--- src/design/scrl_pkg.sv ---
// Shared types and constants for the screen region locator.
package scrl_pkg;

    localparam int MAX_SCREENS_DEF = 8;
    localparam int ENTRY_W = 64;
    localparam int COORD_W = 16;
    localparam int EDGE_W = 18;
    localparam int AREA_W = 32;
    localparam int COUNT_W = 4;
    localparam int SEL_W = 3;
    localparam int ENTRY_IDX_W = 3;
    localparam int IN_DATA_W = 72;
    localparam int OUT_DATA_W = 104;

    typedef enum logic [1:0] {
        REQ_WRITE = 2'd0,
        REQ_RECT  = 2'd1,
        REQ_POINT = 2'd2,
        REQ_BBOX  = 2'd3
    } req_e;

    // One evaluated table entry, leaving the product stage.
    typedef struct packed {
        logic                      valid;
        logic                      last;
        logic                      first;
        logic                      hit;
        logic [AREA_W-1:0]         area;
        logic signed [COORD_W-1:0] x;
        logic signed [COORD_W-1:0] y;
        logic signed [EDGE_W-1:0]  r;
        logic signed [EDGE_W-1:0]  b;
    } scan_t;

endpackage

--- src/design/scrl_mem.sv ---
// Screen table storage: one write port, one registered read port.
module scrl_mem
    import scrl_pkg::*;
#(
    parameter int DEPTH = MAX_SCREENS_DEF,
    parameter int AW = (DEPTH > 1) ? $clog2(DEPTH) : 1
)
(
    input  logic               clk,
    input  logic               we,
    input  logic [AW-1:0]      waddr,
    input  logic [ENTRY_W-1:0] wdata,
    input  logic               re,
    input  logic [AW-1:0]      raddr,
    output logic [ENTRY_W-1:0] rdata
);

    logic [ENTRY_W-1:0] mem [DEPTH];
    logic [ENTRY_W-1:0] rdata_reg;

    always_ff @(posedge clk)
    begin
        if (we)
        begin
            mem[waddr] <= wdata;
        end
        if (re)
        begin
            rdata_reg <= mem[raddr];
        end
    end

    assign rdata = rdata_reg;

endmodule

--- src/design/scrl_eval.sv ---
// Per-entry evaluation: overlap lengths, point test, edges, then overlap product.
module scrl_eval
    import scrl_pkg::*;
#(
    parameter int AW = 3
)
(
    input  logic                      clk,
    input  logic                      rst_n,
    input  logic                      issue,
    input  logic                      issue_last,
    input  logic [AW-1:0]             issue_idx,
    input  logic [ENTRY_W-1:0]        rdata,
    input  logic signed [COORD_W-1:0] q_x,
    input  logic signed [COORD_W-1:0] q_y,
    input  logic [COORD_W-1:0]        q_w,
    input  logic [COORD_W-1:0]        q_h,
    output scan_t                     scan,
    output logic [AW-1:0]             scan_idx
);

    // Tags aligned with the memory read data
    logic          t_valid_reg;
    logic          t_last_reg;
    logic [AW-1:0] t_idx_reg;

    // First stage
    logic                      s1_valid_reg;
    logic                      s1_last_reg;
    logic                      s1_first_reg;
    logic                      s1_hit_reg;
    logic [AW-1:0]             s1_idx_reg;
    logic [COORD_W-1:0]        s1_ovx_reg;
    logic [COORD_W-1:0]        s1_ovy_reg;
    logic signed [COORD_W-1:0] s1_x_reg;
    logic signed [COORD_W-1:0] s1_y_reg;
    logic signed [EDGE_W-1:0]  s1_r_reg;
    logic signed [EDGE_W-1:0]  s1_b_reg;

    scan_t         s2_reg;
    logic [AW-1:0] s2_idx_reg;

    logic signed [COORD_W-1:0] sx;
    logic signed [COORD_W-1:0] sy;
    logic signed [EDGE_W-1:0]  sx_e;
    logic signed [EDGE_W-1:0]  sy_e;
    logic signed [EDGE_W-1:0]  sr;
    logic signed [EDGE_W-1:0]  sb;
    logic signed [EDGE_W-1:0]  qx_e;
    logic signed [EDGE_W-1:0]  qy_e;
    logic signed [EDGE_W-1:0]  qr;
    logic signed [EDGE_W-1:0]  qb;
    logic signed [EDGE_W-1:0]  hi_x;
    logic signed [EDGE_W-1:0]  lo_x;
    logic signed [EDGE_W-1:0]  hi_y;
    logic signed [EDGE_W-1:0]  lo_y;
    logic signed [EDGE_W-1:0]  dx;
    logic signed [EDGE_W-1:0]  dy;
    logic [COORD_W-1:0]        ovx;
    logic [COORD_W-1:0]        ovy;
    logic                      hit;

    always_comb
    begin
        sx   = rdata[COORD_W-1:0];
        sy   = rdata[2*COORD_W-1:COORD_W];
        sx_e = EDGE_W'(sx);
        sy_e = EDGE_W'(sy);
        sr   = sx_e + $signed({2'b00, rdata[3*COORD_W-1:2*COORD_W]});
        sb   = sy_e + $signed({2'b00, rdata[4*COORD_W-1:3*COORD_W]});
        qx_e = EDGE_W'(q_x);
        qy_e = EDGE_W'(q_y);
        qr   = qx_e + $signed({2'b00, q_w});
        qb   = qy_e + $signed({2'b00, q_h});

        hi_x = (sr < qr) ? sr : qr;
        lo_x = (sx_e > qx_e) ? sx_e : qx_e;
        hi_y = (sb < qb) ? sb : qb;
        lo_y = (sy_e > qy_e) ? sy_e : qy_e;
        dx   = hi_x - lo_x;
        dy   = hi_y - lo_y;
        // overlap never exceeds the shorter length, so 16 bits hold it
        ovx  = (sx_e < qr && sr > qx_e) ? dx[COORD_W-1:0] : '0;
        ovy  = (sy_e < qb && sb > qy_e) ? dy[COORD_W-1:0] : '0;

        // left and top edges inclusive, right and bottom exclusive
        hit  = (qx_e >= sx_e) && (qy_e >= sy_e) && (qx_e < sr) && (qy_e < sb);
    end

    always_ff @(posedge clk or negedge rst_n)
    begin
        if (!rst_n)
        begin
            t_valid_reg  <= 1'b0;
            s1_valid_reg <= 1'b0;
            s2_reg       <= '0;
        end
        else
        begin
            t_valid_reg  <= issue;
            s1_valid_reg <= t_valid_reg;
            s2_reg.valid <= s1_valid_reg;
            s2_reg.last  <= s1_last_reg;
            s2_reg.first <= s1_first_reg;
            s2_reg.hit   <= s1_hit_reg;
            s2_reg.area  <= AREA_W'(s1_ovx_reg) * AREA_W'(s1_ovy_reg);
            s2_reg.x     <= s1_x_reg;
            s2_reg.y     <= s1_y_reg;
            s2_reg.r     <= s1_r_reg;
            s2_reg.b     <= s1_b_reg;
        end
    end

    always_ff @(posedge clk)
    begin
        t_last_reg   <= issue_last;
        t_idx_reg    <= issue_idx;

        s1_last_reg  <= t_last_reg;
        s1_first_reg <= (t_idx_reg == '0);
        s1_idx_reg   <= t_idx_reg;
        s1_hit_reg   <= hit;
        s1_ovx_reg   <= ovx;
        s1_ovy_reg   <= ovy;
        s1_x_reg     <= sx;
        s1_y_reg     <= sy;
        s1_r_reg     <= sr;
        s1_b_reg     <= sb;

        s2_idx_reg   <= s1_idx_reg;
    end

    assign scan     = s2_reg;
    assign scan_idx = s2_idx_reg;

endmodule

--- src/design/scrl_accum.sv ---
// Running best area, first point hit and bounding edges over one table scan.
module scrl_accum
    import scrl_pkg::*;
#(
    parameter int AW = 3
)
(
    input  logic                      clk,
    input  logic                      rst_n,
    input  logic                      clear,
    input  scan_t                     scan,
    input  logic [AW-1:0]             scan_idx,
    output logic [AW-1:0]             best_idx,
    output logic [AREA_W-1:0]         best_area,
    output logic                      found,
    output logic [AW-1:0]             hit_idx,
    output logic signed [COORD_W-1:0] left_edge,
    output logic signed [EDGE_W-1:0]  right_edge,
    output logic signed [COORD_W-1:0] top_edge,
    output logic signed [EDGE_W-1:0]  bottom_edge
);

    logic [AW-1:0]             best_idx_reg;
    logic [AREA_W-1:0]         best_area_reg;
    logic                      found_reg;
    logic [AW-1:0]             hit_idx_reg;
    logic signed [COORD_W-1:0] left_reg;
    logic signed [EDGE_W-1:0]  right_reg;
    logic signed [COORD_W-1:0] top_reg;
    logic signed [EDGE_W-1:0]  bottom_reg;

    always_ff @(posedge clk or negedge rst_n)
    begin
        if (!rst_n)
        begin
            best_idx_reg  <= '0;
            best_area_reg <= '0;
            found_reg     <= 1'b0;
            hit_idx_reg   <= '0;
            left_reg      <= '0;
            right_reg     <= '0;
            top_reg       <= '0;
            bottom_reg    <= '0;
        end
        else if (clear)
        begin
            best_idx_reg  <= '0;
            best_area_reg <= '0;
            found_reg     <= 1'b0;
            hit_idx_reg   <= '0;
            left_reg      <= '0;
            right_reg     <= '0;
            top_reg       <= '0;
            bottom_reg    <= '0;
        end
        else if (scan.valid)
        begin
            // strict compare keeps the earlier screen on a tie
            if (scan.area > best_area_reg)
            begin
                best_area_reg <= scan.area;
                best_idx_reg  <= scan_idx;
            end
            if (scan.hit && !found_reg)
            begin
                found_reg   <= 1'b1;
                hit_idx_reg <= scan_idx;
            end
            if (scan.first || scan.x < left_reg)
            begin
                left_reg <= scan.x;
            end
            if (scan.first || scan.y < top_reg)
            begin
                top_reg <= scan.y;
            end
            if (scan.first || scan.r > right_reg)
            begin
                right_reg <= scan.r;
            end
            if (scan.first || scan.b > bottom_reg)
            begin
                bottom_reg <= scan.b;
            end
        end
    end

    assign best_idx    = best_idx_reg;
    assign best_area   = best_area_reg;
    assign found       = found_reg;
    assign hit_idx     = hit_idx_reg;
    assign left_edge   = left_reg;
    assign right_edge  = right_reg;
    assign top_edge    = top_reg;
    assign bottom_edge = bottom_reg;

endmodule

--- src/design/screen_region_locator.sv ---
// Top level of the screen region locator: request sequencer and result register.
//
// Requests arrive on the s_axis channel, one transfer per request; the kind of
// request rides on s_axis_tuser. Every request yields exactly one result transfer
// on the m_axis channel. cfg_we/cfg_wdata set the number of screens in use.
//
// A table write lands in the screen memory at the accepting edge and its
// (all zero) result is loaded into the output register from the finish state.
// A query reads the table one entry per cycle through the single memory read
// port, scanning the screens in use (at most 8 for the default eight-entry
// table). The next request is taken in the cycle after the result is loaded,
// so a new query waits until the last one has passed the memory port and the
// evaluate pipeline (memory read, first stage, product stage).
//
// Reset clears the sequencer, the result valid, the current screen (to 0) and
// sets the screen count to 1; the table contents stay undefined until written.
// When the receiver stalls, the finished result holds in the output register;
// a following request may be accepted meanwhile, and its result waits in the
// accumulators until the output register frees up.
module screen_region_locator
    import scrl_pkg::*;
#(
    parameter int MAX_SCREENS = MAX_SCREENS_DEF
)
(
    input  logic                  clk,
    input  logic                  rst_n,
    input  logic                  cfg_we,
    input  logic [COUNT_W-1:0]    cfg_wdata,     // screen_count
    input  logic                  s_axis_tvalid,
    output logic                  s_axis_tready,
    // entry_index[2:0], pos_x[18:3], pos_y[34:19], size_w[50:35], size_h[66:51]
    input  logic [IN_DATA_W-1:0]  s_axis_tdata,
    input  logic [1:0]            s_axis_tuser,  // req_type[1:0]
    output logic                  m_axis_tvalid,
    input  logic                  m_axis_tready,
    // screen_index[2:0], overlap_area[34:3], point_found[35], left_edge[51:36],
    // right_edge[69:52], top_edge[85:70], bottom_edge[103:86]
    output logic [OUT_DATA_W-1:0] m_axis_tdata
);

    localparam int AW = (MAX_SCREENS > 1) ? $clog2(MAX_SCREENS) : 1;

    typedef enum logic [1:0] {
        ST_IDLE,
        ST_SCAN,
        ST_DRAIN,
        ST_FINISH
    } state_t;

    state_t                    state_reg;
    state_t                    state_next;
    logic [COUNT_W-1:0]        count_reg;
    logic [SEL_W-1:0]          cur_reg;
    logic [SEL_W-1:0]          cur_next;
    logic [AW-1:0]             rd_idx_reg;
    logic [AW-1:0]             rd_idx_next;
    req_e                      req_reg;
    logic signed [COORD_W-1:0] q_x_reg;
    logic signed [COORD_W-1:0] q_y_reg;
    logic [COORD_W-1:0]        q_w_reg;
    logic [COORD_W-1:0]        q_h_reg;
    logic                      out_valid_reg;
    logic                      out_valid_next;
    logic [OUT_DATA_W-1:0]     out_data_reg;
    logic [OUT_DATA_W-1:0]     out_data_next;

    logic                      in_xfer;
    logic                      out_free;
    logic [AW-1:0]             last_idx;
    req_e                      in_req;
    logic [ENTRY_IDX_W-1:0]    in_entry;
    logic                      mem_we;
    logic [ENTRY_W-1:0]        mem_wdata;
    logic                      mem_re;
    logic [ENTRY_W-1:0]        mem_rdata;
    logic                      issue_last;
    scan_t                     scan;
    logic [AW-1:0]             scan_idx;

    logic [AW-1:0]             best_idx;
    logic [AREA_W-1:0]         best_area;
    logic                      found;
    logic [AW-1:0]             hit_idx;
    logic signed [COORD_W-1:0] left_edge;
    logic signed [EDGE_W-1:0]  right_edge;
    logic signed [COORD_W-1:0] top_edge;
    logic signed [EDGE_W-1:0]  bottom_edge;

    logic [SEL_W-1:0]          r_sel;
    logic [AREA_W-1:0]         r_area;
    logic                      r_found;
    logic [COORD_W-1:0]        r_left;
    logic [EDGE_W-1:0]         r_right;
    logic [COORD_W-1:0]        r_top;
    logic [EDGE_W-1:0]         r_bottom;

    assign s_axis_tready = (state_reg == ST_IDLE);
    assign in_xfer       = s_axis_tvalid && s_axis_tready;
    assign out_free      = !out_valid_reg || m_axis_tready;
    assign in_req        = req_e'(s_axis_tuser);
    assign in_entry      = s_axis_tdata[ENTRY_IDX_W-1:0];

    // Clamp the screen count to 1 .. MAX_SCREENS, expressed as the last index
    always_comb
    begin
        if (count_reg == '0)
        begin
            last_idx = '0;
        end
        else if (32'(count_reg) > MAX_SCREENS)
        begin
            last_idx = AW'(MAX_SCREENS - 1);
        end
        else
        begin
            last_idx = AW'(count_reg - COUNT_W'(1));
        end
    end

    // Table write: drop entries beyond the table
    assign mem_we    = in_xfer && (in_req == REQ_WRITE) && (32'(in_entry) < MAX_SCREENS);
    assign mem_wdata = s_axis_tdata[ENTRY_IDX_W +: ENTRY_W];
    assign mem_re    = (state_reg == ST_SCAN);
    assign issue_last = (rd_idx_reg == last_idx);

    scrl_mem #(
        .DEPTH (MAX_SCREENS),
        .AW    (AW)
    ) u_mem (
        .clk   (clk),
        .we    (mem_we),
        .waddr (AW'(in_entry)),
        .wdata (mem_wdata),
        .re    (mem_re),
        .raddr (rd_idx_reg),
        .rdata (mem_rdata)
    );

    scrl_eval #(
        .AW (AW)
    ) u_eval (
        .clk        (clk),
        .rst_n      (rst_n),
        .issue      (mem_re),
        .issue_last (issue_last),
        .issue_idx  (rd_idx_reg),
        .rdata      (mem_rdata),
        .q_x        (q_x_reg),
        .q_y        (q_y_reg),
        .q_w        (q_w_reg),
        .q_h        (q_h_reg),
        .scan       (scan),
        .scan_idx   (scan_idx)
    );

    scrl_accum #(
        .AW (AW)
    ) u_accum (
        .clk         (clk),
        .rst_n       (rst_n),
        .clear       (in_xfer),
        .scan        (scan),
        .scan_idx    (scan_idx),
        .best_idx    (best_idx),
        .best_area   (best_area),
        .found       (found),
        .hit_idx     (hit_idx),
        .left_edge   (left_edge),
        .right_edge  (right_edge),
        .top_edge    (top_edge),
        .bottom_edge (bottom_edge)
    );

    // Pick the result fields for the request kind; unused fields read zero
    always_comb
    begin
        r_sel    = '0;
        r_area   = '0;
        r_found  = 1'b0;
        r_left   = '0;
        r_right  = '0;
        r_top    = '0;
        r_bottom = '0;
        cur_next = cur_reg;
        unique case (req_reg)
            REQ_WRITE:
            begin
                r_sel = '0;
            end
            REQ_RECT:
            begin
                r_sel  = SEL_W'(best_idx);
                r_area = best_area;
            end
            REQ_POINT:
            begin
                if (found)
                begin
                    cur_next = SEL_W'(hit_idx);
                end
                r_sel   = cur_next;
                r_found = found;
            end
            REQ_BBOX:
            begin
                r_left   = left_edge;
                r_right  = right_edge;
                r_top    = top_edge;
                r_bottom = bottom_edge;
            end
            default:
            begin
                r_sel = '0;
            end
        endcase
    end

    // Sequencer
    always_comb
    begin
        state_next     = state_reg;
        rd_idx_next    = rd_idx_reg;
        out_valid_next = out_valid_reg && !m_axis_tready;
        out_data_next  = out_data_reg;
        unique case (state_reg)
            ST_IDLE:
            begin
                if (in_xfer)
                begin
                    rd_idx_next = '0;
                    state_next  = (in_req == REQ_WRITE) ? ST_FINISH : ST_SCAN;
                end
            end
            ST_SCAN:
            begin
                if (issue_last)
                begin
                    state_next = ST_DRAIN;
                end
                else
                begin
                    rd_idx_next = rd_idx_reg + AW'(1);
                end
            end
            ST_DRAIN:
            begin
                // last entry folds into the accumulators at this edge
                if (scan.valid && scan.last)
                begin
                    state_next = ST_FINISH;
                end
            end
            ST_FINISH:
            begin
                if (out_free)
                begin
                    out_valid_next = 1'b1;
                    out_data_next  = {r_bottom, r_top, r_right, r_left, r_found, r_area, r_sel};
                    state_next     = ST_IDLE;
                end
            end
            default:
            begin
                state_next = ST_IDLE;
            end
        endcase
    end

    always_ff @(posedge clk or negedge rst_n)
    begin
        if (!rst_n)
        begin
            state_reg     <= ST_IDLE;
            count_reg     <= COUNT_W'(1);
            cur_reg       <= '0;
            rd_idx_reg    <= '0;
            out_valid_reg <= 1'b0;
            req_reg       <= REQ_WRITE;
        end
        else
        begin
            state_reg     <= state_next;
            rd_idx_reg    <= rd_idx_next;
            out_valid_reg <= out_valid_next;
            if (cfg_we)
            begin
                count_reg <= cfg_wdata;
            end
            if (in_xfer)
            begin
                req_reg <= in_req;
            end
            // current screen changes only when a point result with a hit is loaded into the output register
            if (state_reg == ST_FINISH && out_free)
            begin
                cur_reg <= cur_next;
            end
        end
    end

    // Query operands and result payload
    always_ff @(posedge clk)
    begin
        if (in_xfer)
        begin
            q_x_reg <= s_axis_tdata[ENTRY_IDX_W +: COORD_W];
            q_y_reg <= s_axis_tdata[ENTRY_IDX_W + COORD_W +: COORD_W];
            q_w_reg <= s_axis_tdata[ENTRY_IDX_W + 2*COORD_W +: COORD_W];
            q_h_reg <= s_axis_tdata[ENTRY_IDX_W + 3*COORD_W +: COORD_W];
        end
        out_data_reg <= out_data_next;
    end

    assign m_axis_tvalid = out_valid_reg;
    assign m_axis_tdata  = out_data_reg;

endmodule
--- config.mk ---
export PLATFORM = sky130hd
export DESIGN_NAME = screen_region_locator
export DESIGN_NICKNAME = d
export VERILOG_FILES = /design/src/design/scrl_pkg.sv /design/src/design/scrl_mem.sv /design/src/design/scrl_eval.sv /design/src/design/scrl_accum.sv /design/src/design/screen_region_locator.sv
export SDC_FILE = /design/constraint.sdc
export NUM_CORES = 2
export LEC_CHECK = 0
export BUFFER_PORTS_ARGS = -buffer_cell sky130_fd_sc_hd__buf_2
export CORE_UTILIZATION = 45
export CTS_CLUSTER_DIAMETER = 60
export DETAILED_ROUTE_END_ITERATION = 10
export PLACE_DENSITY = 0.64
export SLEW_MARGIN = 20
export SYNTH_ARGS = -nofsm -noshare
export SYNTH_HDL_FRONTEND = slang
export SYNTH_SLANG_ARGS = --single-unit
--- constraint.sdc ---
create_clock -name clk -period 7.4 [get_ports clk]
set_input_delay 1.48 -clock clk [delete_from_list [all_inputs] [get_ports clk]]
set_output_delay 1.48 -clock clk [all_outputs]
set_load 0.05 [all_outputs]
Word-level counts from Yosys, hierarchy flattened:

Memory sizes are Yosys's and may differ from the RTL's. A register that Yosys moved wholly into a read port is not among the register bits.
Index checks and enable logic that the tools add are counted.

* register bits after elaboration: 509
* bits in writable memories: 512
* output and inout bits: 106
* memories kept: 1

Memory list
* u_mem.mem: depth 8, bits a word 64, rd ports 1, clocked after memory_dff 1, wr ports 1, RTL line scrl_mem.sv:18 `logic [ENTRY_W-1:0] mem [DEPTH];`

* add/subtract/negate cells: 8
* multipliers: 1
* order comparisons: 18
* equal/unequal tests: 12
* mux-type cells: 45
* reduce and logical (&&, ||, !) cells: 41

Operators with widths (number)
* $mux W16: 10
* $mux W18: 6
* $mux W32: 3
* $add A16 B17 Y18: 4
* $lt A16 B18 Y1: 4
* $gt A18 B16 Y1: 2
* $gt A18 B18 Y1: 2
* $lt A18 B18 Y1: 2
* $mux W3: 11
* $ge A16 B16 Y1: 2
* $gt A16 B16 Y1: 2
* $gt A32 B32 Y1: 1
* $lt A16 B16 Y1: 2
* $mul A16 B16 Y32: 1
* $sub A16 B16 Y16: 2
* $reduce_and A2 Y1: 8
* $reduce_bool A2 Y1: 8
* $pmux W3 S2: 2
* $logic_and A1 B1 Y1: 11
* $mux W2: 5
* $eq A2 B2 Y1 const B: 4
* $ne A2 B2 Y1 const B: 4
* $pmux W2 S4: 1
* $mux W1: 7
* 13 further kinds: 21

Longest topological paths before layout:

* depth in word-level cells: 6
* gate-level depth with buffers: 38

By module:

Synthesis repeated with hierarchy kept, for this count alone.

* cell total of the unflattened synthesis: 4257
* area total of the unflattened synthesis: 56942.1 um^2

Modules (own cells, without submodules)
* scrl_eval: times used 1, cells an instance 2252, area each 21295.4 um^2, seq. area each 4914.7 um^2
* scrl_mem: times used 1, cells an instance 816, area each 21187.8 um^2, seq. area each 17296.6 um^2
* scrl_accum: times used 1, cells an instance 794, area each 7687.4 um^2, seq. area each 2677.6 um^2
* screen_region_locator: times used 1, cells an instance 395, area each 6771.5 um^2, seq. area each 5421.4 um^2

Worst setup path after synthesis:

Ideal clock, no wire load.

* path type: input-to-reg
* start point: in s_axis_tvalid
* end point: mem u_mem.mem[1][0], enable pin
* data arrival time: 6.304 ns
* path slack: 0.530 ns
* stages on the path: 4
* path buffers: 1
* cells stage by stage: and2_1 clkbuf_1 nand3_1 nor3_1

* word-level cells in the longest chain between the ends: 4

RTL lines
* start: declaration: RTL line screen_region_locator.sv:30 `input logic s_axis_tvalid,`
* $logic_and A1 B1 Y1: RTL line screen_region_locator.sv:99 `assign in_xfer = s_axis_tvalid && s_axis_tready;`
* $logic_and A1 B1 Y1: RTL line screen_region_locator.sv:122 `assign mem_we = in_xfer && (in_req == REQ_WRITE) && (32'(in_entry) < MAX_SCREENS);`
* $mux W1: RTL line scrl_mem.sv:23 `if (we)`
* $mux W1 (implied by the code): RTL line scrl_mem.sv:25 `mem[waddr] <= wdata;`
* end: declaration: RTL line scrl_mem.sv:18

Every way passes these cells.

Worst setup path in the final report:

* start point: reg u_mem.rdata_reg[0], in the netlist u_mem.rdata[0], read port of u_mem.mem
* end point: reg u_eval.s1_ovx_reg[15]

* word-level cells in the longest chain between the ends: 4

RTL lines
* start: declaration: RTL line scrl_mem.sv:19 `logic [ENTRY_W-1:0] rdata_reg;`
* $add A16 B17 Y18 (*): RTL line scrl_eval.sv:69 `sr = sx_e + $signed({2'b00, rdata[3*COORD_W-1:2*COORD_W]});`
* via u_eval.sr[8]: RTL line scrl_eval.sv:47 `logic signed [EDGE_W-1:0] sr;`
* $lt A18 B18 Y1: RTL line scrl_eval.sv:76 `hi_x = (sr < qr) ? sr : qr;`
* $mux W16: RTL line scrl_eval.sv:76
* $sub A16 B16 Y16: RTL line scrl_eval.sv:80 `dx = hi_x - lo_x;`
* end signal: assignment: RTL line scrl_eval.sv:123 `s1_ovx_reg <= ovx;`
* end: declaration: RTL line scrl_eval.sv:33 `logic [COORD_W-1:0] s1_ovx_reg;`

The timed path passes the listed nets; every way through them passes the cells marked *.
A chain may end at the register's enable or synchronous reset.

==> summary.txt <==
Synth cell types -> 89
Slowest cell on the critical path -> a2111oi_2
Via count -> 33,000
Count of final hold-check violations -> 0
Worst setup skew after layout -> 0.0340 ns
Fmax -> 140 MHz
Number of flops mapped to enable cells by yosys -> 744
Slew HR -> 0.234
Final-report max-slew violation count -> 0
Half-perimeter wire length after detailed placement -> 90.6 mm
Part of the power in combinational logic -> 0.514
Vias in the first global route -> 33,700
Global-route congestion overflow total -> 0
Initial antenna violation count -> 21
Post-Synth XOR/XNOR Area -> 0.0159
Simple logic cell fraction of the synthesized area -> 0.0814
Post-route fraction of the period consumed by the critical path -> 0.967
Overall die height -> 355 um
CTS root buffer -> clkbuf_16
Detailed Routing Iterations Pass 1 -> 5
Fraction of power consumed by sequential logic -> 0.304
Num Clock Sinks -> 1,085
Tightest Pin Transition -> 1.15 ns
First-pass GRT wire length -> 196 mm
Clock Path Buffers -> 3
Number of DRC markers in iteration 0 -> 2,380
IO Pins -> 189
Power density over the cells -> 473 nW/um^2
Startpoint types -> flop
Synth area leaders -> edfxtp_1 (40%), dfrtp_1 (10%), ha_1 (9.5%)
Clock share of power -> 0.182
Largest net degree at the start of global routing -> 138
Synthesized instance count -> 4,173
Avg Cell Area, Syn -> 13.4 um^2
Rows -> 129
Clock tree from TritonCTS -> done
GRT Util Overall -> 0.202
Area of the placeable core -> 124,000 um^2
Library cell with the highest instance count after synthesis -> edfxtp_1
Count of yosys warnings during synthesis -> 0
Sort of element at the end of the critical path -> flop
Number of buffer cells added on primary ports -> 183
Share of async-settable or async-resettable flops after synthesis -> 0.210
Inserted Clock Buffers -> 112
Fraction of the mapped netlist area in compound gates -> 0.0632
Status -> complete, no violations
Number of vias per cell -> 5.34
Syn Nets -> 4,883
Worst hold margin -> 0.320 ns
Portion of synthesized cell area occupied by the leading cell type -> 0.399
Post-Synthesis Cell Area -> 56,000 um^2
Most frequent cells after synthesis -> edfxtp_1 (744), inv_1 (431), ha_1 (427), nor2_1 (236), dfrtp_1 (227)
Sequential fraction of the synthesis area -> 0.541
Synthesis-stage register bit count -> 1,085
Total power after layout -> 29,900 uW
Starting Density -> 0.453
Final critical path time including I/O delays and setup -> 7.16 ns
P&R area growth vs syn -> 12.9%
Antenna Violating Nets Remaining -> 0
Mux share of post-synthesis cell area -> 0.0937
Min-delay worst type -> flop to flop
Max FFs per register -> 512
Int Pwr -> 17,600 uW
Maximum fanout count along the critical path -> 4
# DRC -> 0
RSZ-0062 raised after global routing -> yes
Net switching power of the design -> 12,400 uW
Peak per-stage delay on the critical path -> 0.47 ns
Clock-pin transition on the worst setup and hold timing paths -> 0.06 ns
Post-detailed-routing wire length -> 126 mm
Post-synthesis adder-cell area fraction -> 0.168
Endpoint arrival time on the critical path -> 7.81 ns
Share of cells above drive strength 1 -> 0.161
Static leakage power -> 0.0259 uW
Setup violators final -> 0
Top flip-flop cell by instance count after synthesis -> edfxtp_1
Switching part of the total power -> 0.413
Clock latency at the later pin of the worst-skew pair -> 0.72 ns
Type of the setup path with the least slack -> flop to flop
Util after Layout -> 0.512
Largest family of logic cells by synthesized area -> adder cells
Register name with the most flops -> u_mem.mem
Largest vdd supply drop -> 327 uV
Largest area contributor in the netlist -> edfxtp_1
Required time worst endpoint -> 8.05 ns
H-tree levels -> 3
Post-layout net count -> 5,160
Total Die Area -> 126,000 um^2
Die width -> 355 um
Routed length per placed instance -> 20.5 um
Final estimated routing congestion in global placement -> 0.912
Max-cap check violation count -> 0
[kinds of logic (layout without fill, tap and decap cells)]
group | after synthesis | count (layout)
flip-flops | 1085 | 1085
AND/OR/NAND/NOR | 918 | 918
adder cells (fa/ha/maj) | 633 | 633
buffers and inverters | 547 | 912
AO/OA/AOI/OAI | 533 | 533
multiplexers | 355 | 355
XOR/XNOR | 102 | 102
other | 0 | 1
[final cells by class]
| type | count | area (um^2) |
|---|---|---|
| clock inverter | 56 | 513 |
| clock buffer | 146 | 3100 |
| fill | 10600 | 60400 |
| multi-input combinational | 2541 | 24000 |
| inverter | 431 | 1620 |
| antenna | 1 | 2.50 |
| timing repair buffer | 279 | 1710 |
| sequential | 1085 | 30300 |
| tap | 1637 | 2050 |
[worst paths after layout]
path	start	endpoint	slack [ns]	cells past startpoint
max reg2reg	u_mem.rdata[0]	u_eval.s1_ovx_reg[15]	0.24	35
min reg2reg	u_eval.s1_x_reg[15]	u_eval.scan[67]	0.32	0
max in group asynchronous	rst_n	u_eval.scan[41]	5.27	2
min in group asynchronous	rst_n	cur_reg[0]	0.73	1
min	u_eval.s1_x_reg[15]	u_eval.scan[67]	0.32	0
max	u_mem.rdata[0]	u_eval.s1_ovx_reg[15]	0.24	35
[layer usage]
metal	routed length, um	part of all wire	global-route usage
met1	57300	0.45	0.283
met2	58900	0.47	0.324
met3	7700	0.061	0.0417
met4	2380	0.019	0.0495
met5	161	0.0013	0
[placed cells by master (no fill, tap or decap), types with 9 or more instances in the layout]
| cell | count |
|---|---|
| ha_1 | 421 |
| clkbuf_1 | 22 |
| dfxtp_1 | 113 |
| fa_1 | 198 |
| or2_2 | 9 |
| and2_1 | 221 |
| o21ai_0 | 77 |
| a21oi_1 | 135 |
| dfrtp_1 | 224 |
| o21ai_1 | 11 |
| xor2_1 | 29 |
| a211oi_1 | 17 |
| or3_1 | 10 |
| mux2_2 | 78 |
| clkinv_2 | 14 |
| a21oi_2 | 10 |
| nand3_1 | 29 |
| and3_1 | 13 |
| clkinv_1 | 15 |
| nor2_1 | 229 |
| nor3_1 | 36 |
| a21o_1 | 100 |
| edfxtp_1 | 744 |
| clkbuf_16 | 116 |
| mux2i_1 | 147 |
| mux4_2 | 128 |
| nand2b_1 | 37 |
| o21bai_1 | 22 |
| nand2_1 | 219 |
| o21a_1 | 39 |
| nand4_1 | 35 |
| xnor2_1 | 70 |
| buf_2 | 182 |
| inv_1 | 430 |
| nor2b_1 | 32 |
| a31oi_1 | 16 |
| buf_4 | 91 |
[power groups by stage]
stage                     registers (uW)  logic (uW)  clock network, uW
after floorplan                     9250       10700                  0
after global placement              9210       14700                  0
after detailed placement            9230       14900                  0
after CTS                           9110       15000               5570
after global routing                9230       17200               5800
final                               9100       15400               5440
[worst max-delay path, delay by kind of cell (launching register included)]
kind	cells	cell delay [ns]
multiplexers	1	0.12
AND/OR/NAND/NOR	5	0.88
adder cells (fa/ha/maj)	6	1.56
flip-flops	1	0.46
buffers and inverters	4	0.36
AO/OA/AOI/OAI	17	3.45
XOR/XNOR	2	0.24
[repair_timing]
item	CTS	global route
resized for setup	0	48
buffers inserted	0	9
setup endpoints to repair	0	8
hold buffers	0	0
[metrics by stage]
step	instance area (um^2)	worst slack, ns	cells	setup TNS [ns]
floorplan	56000	0.530	4173	0
global placement	59300	0.123	5962	0
detailed placement	59400	0.0779	5964	0
CTS	63000	0.0130	6166	0
global route	63300	-0.109	6175	-0.216
finish	63300	0.242	6176	0
Note: power is estimated with default switching activity, not from simulation.
